## src/design/wgc_pkg.sv

```systemverilog
// Shared constants, types and angle tables for the waypoint go-to controller.
// Used by the CORDIC cell, the squared-distance unit and the top level.
// No dependencies.
`default_nettype none

package wgc_pkg;

	localparam int POS_BITS     = 24;
	localparam int ANGLE_BITS   = 16;
	localparam int CORDIC_STEPS = 16;

	localparam int HEAD_BITS = 15;
	localparam int DTOL_W    = 16;
	localparam int ATOL_W    = 14;
	localparam int RATE_W    = 12;
	localparam int ANG_W     = RATE_W + 1;
	localparam int MODE_W    = 3;
	localparam int IDX_W     = 3;

	localparam int TABLE_LEN   = 24;
	localparam int STEPS       = (CORDIC_STEPS > TABLE_LEN) ? TABLE_LEN : CORDIC_STEPS;
	localparam int STEP_W      = $clog2(TABLE_LEN);
	localparam int PRESCALE_SH = 6;

	localparam int DIFF_W = POS_BITS + 1;
	// Rotation gain and the diagonal need under three bits of headroom.
	localparam int CW     = DIFF_W + PRESCALE_SH + 3;
	localparam int ZW     = ANGLE_BITS + 4;
	localparam int ZSH    = ANGLE_BITS - 12;
	localparam int ATAN_W = ZW - ZSH;
	localparam int EH_W   = ATAN_W + 1;
	localparam int EY_W   = HEAD_BITS + 1;
	localparam int OP_W   = (DIFF_W > DTOL_W + 1) ? DIFF_W : DTOL_W + 1;
	localparam int SQ_W   = 2 * OP_W;
	localparam int CFG_W  = (POS_BITS > DTOL_W) ? POS_BITS : DTOL_W;

	localparam logic [IDX_W-1:0] REG_TARGET_X  = 3'd0;
	localparam logic [IDX_W-1:0] REG_TARGET_Y  = 3'd1;
	localparam logic [IDX_W-1:0] REG_TARGET_HD = 3'd2;
	localparam logic [IDX_W-1:0] REG_DIST_TOL  = 3'd3;
	localparam logic [IDX_W-1:0] REG_ANGLE_TOL = 3'd4;
	localparam logic [IDX_W-1:0] REG_DRIVE_SPD = 3'd5;
	localparam logic [IDX_W-1:0] REG_TURN_RATE = 3'd6;
	localparam logic [IDX_W-1:0] REG_STEER_RATE = 3'd7;

	localparam logic [MODE_W-1:0] MODE_ALIGN  = 3'd0;
	localparam logic [MODE_W-1:0] MODE_DRIVE  = 3'd1;
	localparam logic [MODE_W-1:0] MODE_FINAL  = 3'd2;
	localparam logic [MODE_W-1:0] MODE_CANCEL = 3'd3;
	localparam logic [MODE_W-1:0] MODE_DONE   = 3'd4;

	// A heading error e steers left when 10*e exceeds 4096, i.e. e > floor(4096/10).
	localparam int STEER_THRESH = 4096 / 10;

	localparam int     RS        = 30 - ANGLE_BITS;
	localparam longint Q30_HALF  = longint'(1) <<< (RS - 1);
	localparam int     ZHALF     = (ZSH == 0) ? 0 : 2 ** (ZSH - 1);

	localparam longint ATAN_Q30 [TABLE_LEN] = '{
		843314857, 497837829, 263043837, 133525159, 67021687,
		33543516, 16775851, 8388437, 4194283, 2097149,
		1048576, 524288, 262144, 131072, 65536, 32768,
		16384, 8192, 4096, 2048, 1024, 512, 256, 128
	};
	localparam longint HALF_PI_Q30 = 1686629713;
	localparam logic signed [ZW-1:0] HALF_PI_Z = ZW'((HALF_PI_Q30 + Q30_HALF) >>> RS);

	typedef struct packed {
		logic                 vld;
		logic                 zero;
		logic signed [CW-1:0] x;
		logic signed [CW-1:0] y;
		logic signed [ZW-1:0] z;
	} cdc_t;

	typedef struct packed {
		logic                     start;
		logic signed [DIFF_W-1:0] dx;
		logic signed [DIFF_W-1:0] dy;
		logic [DTOL_W-1:0]        tol;
	} dist_req_t;

	typedef struct packed {
		logic busy;
		logic far;
	} dist_sts_t;

	// Elementary rotation angle of one step, rounded half up to the z grid.
	function automatic logic signed [ZW-1:0] atan_step(input logic [STEP_W-1:0] idx);
		return ZW'((ATAN_Q30[idx] + Q30_HALF) >>> RS);
	endfunction

	// Accumulated angle rounded half up to 1/4096 rad.
	function automatic logic signed [ATAN_W-1:0] round_atan(input logic signed [ZW-1:0] z);
		logic signed [ZW-1:0] zr;
		zr = z + ZW'(ZHALF);
		return ATAN_W'(zr >>> ZSH);
	endfunction

endpackage

`default_nettype wire

```

## src/design/wgc_dist_sq.sv

```systemverilog
// Squared-distance test: dx^2 + dy^2 against tol^2 on one shared multiplier.
// Depends on wgc_pkg for the request and status structs.
`default_nettype none

module wgc_dist_sq import wgc_pkg::*; (
	input  logic      clk,
	input  logic      arst_n,
	input  dist_req_t req,
	output dist_sts_t sts
);

	typedef enum logic [2:0] {SQ_IDLE, SQ_DX, SQ_DY, SQ_TOL, SQ_CMP} sq_state_t;

	sq_state_t              state_q;
	logic                   far_q;
	logic signed [OP_W-1:0] op_q;
	logic [SQ_W-1:0]        prod_q;
	logic [SQ_W-1:0]        acc_q;
	logic signed [SQ_W-1:0] sq;

	assign sq = op_q * op_q;

	always_ff @(posedge clk or negedge arst_n) begin
		if (!arst_n) begin
			state_q <= SQ_IDLE;
			far_q   <= 1'b0;
		end else begin
			case (state_q)
				SQ_IDLE: begin
					if (req.start) state_q <= SQ_DX;
				end
				SQ_DX:   state_q <= SQ_DY;
				SQ_DY:   state_q <= SQ_TOL;
				SQ_TOL:  state_q <= SQ_CMP;
				SQ_CMP: begin
					far_q   <= acc_q > prod_q;
					state_q <= SQ_IDLE;
				end
				default: state_q <= SQ_IDLE;
			endcase
		end
	end

	// The requester must hold the request fields steady while the unit runs; the unit does not enforce this.
	always_ff @(posedge clk) begin
		case (state_q)
			SQ_IDLE: op_q <= OP_W'(req.dx);
			SQ_DX: begin
				prod_q <= sq;
				op_q   <= OP_W'(req.dy);
			end
			SQ_DY: begin
				acc_q  <= prod_q;
				prod_q <= sq;
				op_q   <= OP_W'(req.tol);
			end
			SQ_TOL: begin
				acc_q  <= acc_q + prod_q;
				prod_q <= sq;
			end
			default: ;
		endcase
	end

	assign sts = '{busy: (state_q != SQ_IDLE), far: far_q};

endmodule

`default_nettype wire

```

## config.mk

```make
export PLATFORM = sky130hd
export DESIGN_NAME = wgc_dist_sq
export DESIGN_NICKNAME = d
export VERILOG_FILES = /design/src/design/wgc_pkg.sv /design/src/design/wgc_dist_sq.sv
export SDC_FILE = /design/constraint.sdc
export NUM_CORES = 2
export LEC_CHECK = 0
export BUFFER_PORTS_ARGS = -buffer_cell sky130_fd_sc_hd__buf_2
export CORE_UTILIZATION = 30
export DETAILED_ROUTE_END_ITERATION = 8
export GPL_TIMING_DRIVEN = 0
export PLACE_DENSITY = 0.56
export SLEW_MARGIN = 20
export SYNTH_ARGS = -nofsm -noshare
export SYNTH_HDL_FRONTEND = slang
export SYNTH_SLANG_ARGS = --single-unit
```

## constraint.sdc

```tcl
create_clock -name clk -period 9.3 [get_ports clk]
set_input_delay 0.93 -clock clk [delete_from_list [all_inputs] [get_ports clk]]
set_output_delay 0.93 -clock clk [all_outputs]
set_load 0.05 [all_outputs]
```

==> impl_results.md <==
* Status: complete, but fails checks
* Failing checks: DRC
* Die H at 315 um
* Starting Density at 30.4%
* Fin Clk Skew at 0.0211 ns
* Critical Path RT at 9.56 ns
* Fmax at 0.110 GHz
* Count leader, synth: inv_1
* Clk_lat worst skew at 0.48 ns
* R2R cell count at 21
* Detailed Place HPWL at 69,400 um
* Cell-by-cell trace of the critical path: clkbuf_2 > and2_1 > fa_1 > fa_1 > inv_1 > fa_1 > inv_1 > fa_1 > fa_1 > fa_1 > fa_1 > ha_1 > clkbuf_1 > a21o_1 > a21o_2 > a21oi_1 > or4b_1 > a31o_2 > a211o_1 > a21oi_2 > xnor2_1
* Post-synth EDFFs at 124
* Final core occ at 33.1%
* Clk root buf: clkbuf_16
* FF+latch count, synth at 128
* Slew HR at 22.7%
* # IOs at 71
* CP dominant cell by count: fa_1
* Final wirelength at 83,800 um
* Slowest-stage cell, CP: edfxtp_1
* Largest area contributor in the netlist: fa_1
* R2r setup slk at 0.19 ns
* Worst hold path class: input port to async pin
* Cell Area, Synth at 29,500 sq um
* DRT iter0 DRCs at 1,370
* Hold Fails Final Rpt at 0
* Area of the die at 99,500 sq um
* CTS Buffer Depth at 2
* Global-route wire length before repair at 132,000 um
* CTS tree: done
* GRT Total Usage at 17.5%
* Pre-antenna DRT Iters at 7
* Kind of start point of the critical path: register
* GRT overflow at 0
* Yosys Warn Count at 0
* Wirelength per Cell at 18.6 um
* Max-cap viol count at 0
* Max-slew violations at 0
* DRC at 2
* Area delta synth->final at 9.07%
* CTS HTree Levels at 4
* CTS sink cnt at 128
* Die width at 315 um
* Post-synthesis instance total at 3,131
* Final worst-path cycle share at 97.9%
* Vias in the first global route at 22,700
* Largest net degree at the start of global routing at 27
* Slew of the pin with the lowest slew margin at 1.16 ns
* Avg Vias per Cell at 4.72
* Crit-path max FO at 10
* Layout Nets at 4,151
* # setup viols final at 0
* CTS Buf Count at 17
* Filler Cells Inserted at 10,100
* Synth top area cells: fa_1 (41%), edfxtp_1 (13%), ha_1 (11%)
* RSZ-0062 raised after global routing: false
* Asr flop ratio synth at 3.13%
* Row count at 114
* Max stage delay on crit path at 0.91 ns
* Vias at 21,300
* DRT antenna net count at 0
* Most common library cells after synthesis: inv_1 (778), fa_1 (606), nand2_1 (289), ha_1 (254), nor2_1 (139)
* Seq/Total Area, Yosys at 13.0%
* I/O Buffers at 70
* Distinct cells, synth at 73
* Setup CP Type: register to register
* Synth Area per Inst at 9.41 sq um
* Layout cells sized above 1 at 4.85%
* CP Capture Type: register
* CP arrival at 9.36 ns
* Tmin final at 9.11 ns
* Initial antenna violation count at 1
* Core region area at 97,000 sq um
* RePlAce Congestion at 0.947
* Clk pin slew, worst setup/hold paths at 0.07 ns
* Synth Flop Type: edfxtp_1
* Mapped Nets at 4,060
* Area share of the largest cell type after synthesis at 41.2%
## worst paths after layout
kind                              endpoint    start
worst max-delay path            prod_q[49]  op_q[5]
max in group asynchronous       state_q[2]   arst_n
worst min-delay path            state_q[0]   arst_n
worst min register to register       far_q    far_q
min in group clk                     far_q    far_q
worst max register to register  prod_q[49]  op_q[5]
## stage by stage
| stage | setup slack (ns) | hold slack (ns) | instance area, sq um | setup TNS (ns) | cells |
|---|---|---|---|---|---|
| after floorplan | 1.80 | 0.446 | 29500 | 0 | 3131 |
| after detailed placement | -0.152 | 0.580 | 31500 | -0.152 | 4481 |
| after global routing | 0.00900 | 0.318 | 32100 | 0 | 4511 |
| after global placement | -0.166 | 0.579 | 31400 | -0.166 | 4477 |
| final | 0.193 | 0.340 | 32100 | 0 | 4512 |
| after CTS | 0.0710 | 0.307 | 32100 | 0 | 4512 |
## flip-flops by register name, summed over array words and instances, names as in the netlist
register / cells
op_q: 25
prod_q: 49
acc_q: 50
state_q: 3
far_q: 1
## critical path: cells and delay by family (launching register included)
kind / cells / cell delay [ns]
adder cells (fa/ha/maj): 8 / 4.10
AND/OR/NAND/NOR: 2 / 0.75
buffers and inverters: 4 / 1.42
flip-flops: 1 / 0.91
XOR/XNOR: 1 / 0.21
AO/OA/AOI/OAI: 6 / 1.49
## layout make-up
type	count	area, sq um	area share (%)
multi-input cells	2103	22300	69.3
flip-flops and latches	128	3820	11.9
well taps	1276	1600	4.97
plain buffers	112	470	1.46
repair buffers	74	438	1.36
diodes	1	2.50	0.00779
clock buffers	17	425	1.32
clock inverters	15	169	0.526
inverters	786	2960	9.20
## timing repair
action / CTS / global route
gates resized for setup: 5 / 44
gates cloned: 0 / 0
setup buffers: 0 / 0
endpoints found under the setup margin: 1 / 3
hold buffers: 0 / 0
## metal layers
metal	vias to the layer above	routed length (um)	GRT usage (%)	share of wire, %
li1	9793	-	-	-
met4	0	1990	4.19	2.4
met3	121	5820	3.54	7.0
met2	628	38800	28.6	46
met5	-	0	0	0
met1	10800	37200	23.8	44
## cells in the final DEF, fill, tap and decap left out, drive strengths merged, types with 19 or more instances in the layout
cell type  synthesis  routed
a21o              40      40
a21oi            133     133
and2             101     101
buf                9      82
clkbuf           105     121
edfxtp           124     124
fa               606     606
ha               254     254
inv              781     789
nand2            289     289
nand3             27      27
nand4             21      21
nor2             139     139
nor2b             39      39
nor3              22      22
o21ai            118     118
o21bai            21      21
o31ai             19      19
xnor2             81      81
xor2              30      30
## kinds of logic (layout without fill, tap and decap cells)
family	count (synthesis)	in the layout	synth area share (%)
multiplexers	6	6	0.208
buffers and inverters	900	1004	11.5
AO/OA/AOI/OAI	418	418	8.69
XOR/XNOR	111	111	3.30
flip-flops	128	128	13.0
adder cells (fa/ha/maj)	860	860	52.0
AND/OR/NAND/NOR	708	708	11.3
other	0	1	0
Power is not shown: default switching activity piles up to over one toggle a cycle in this logic, so the estimate is an artifact.
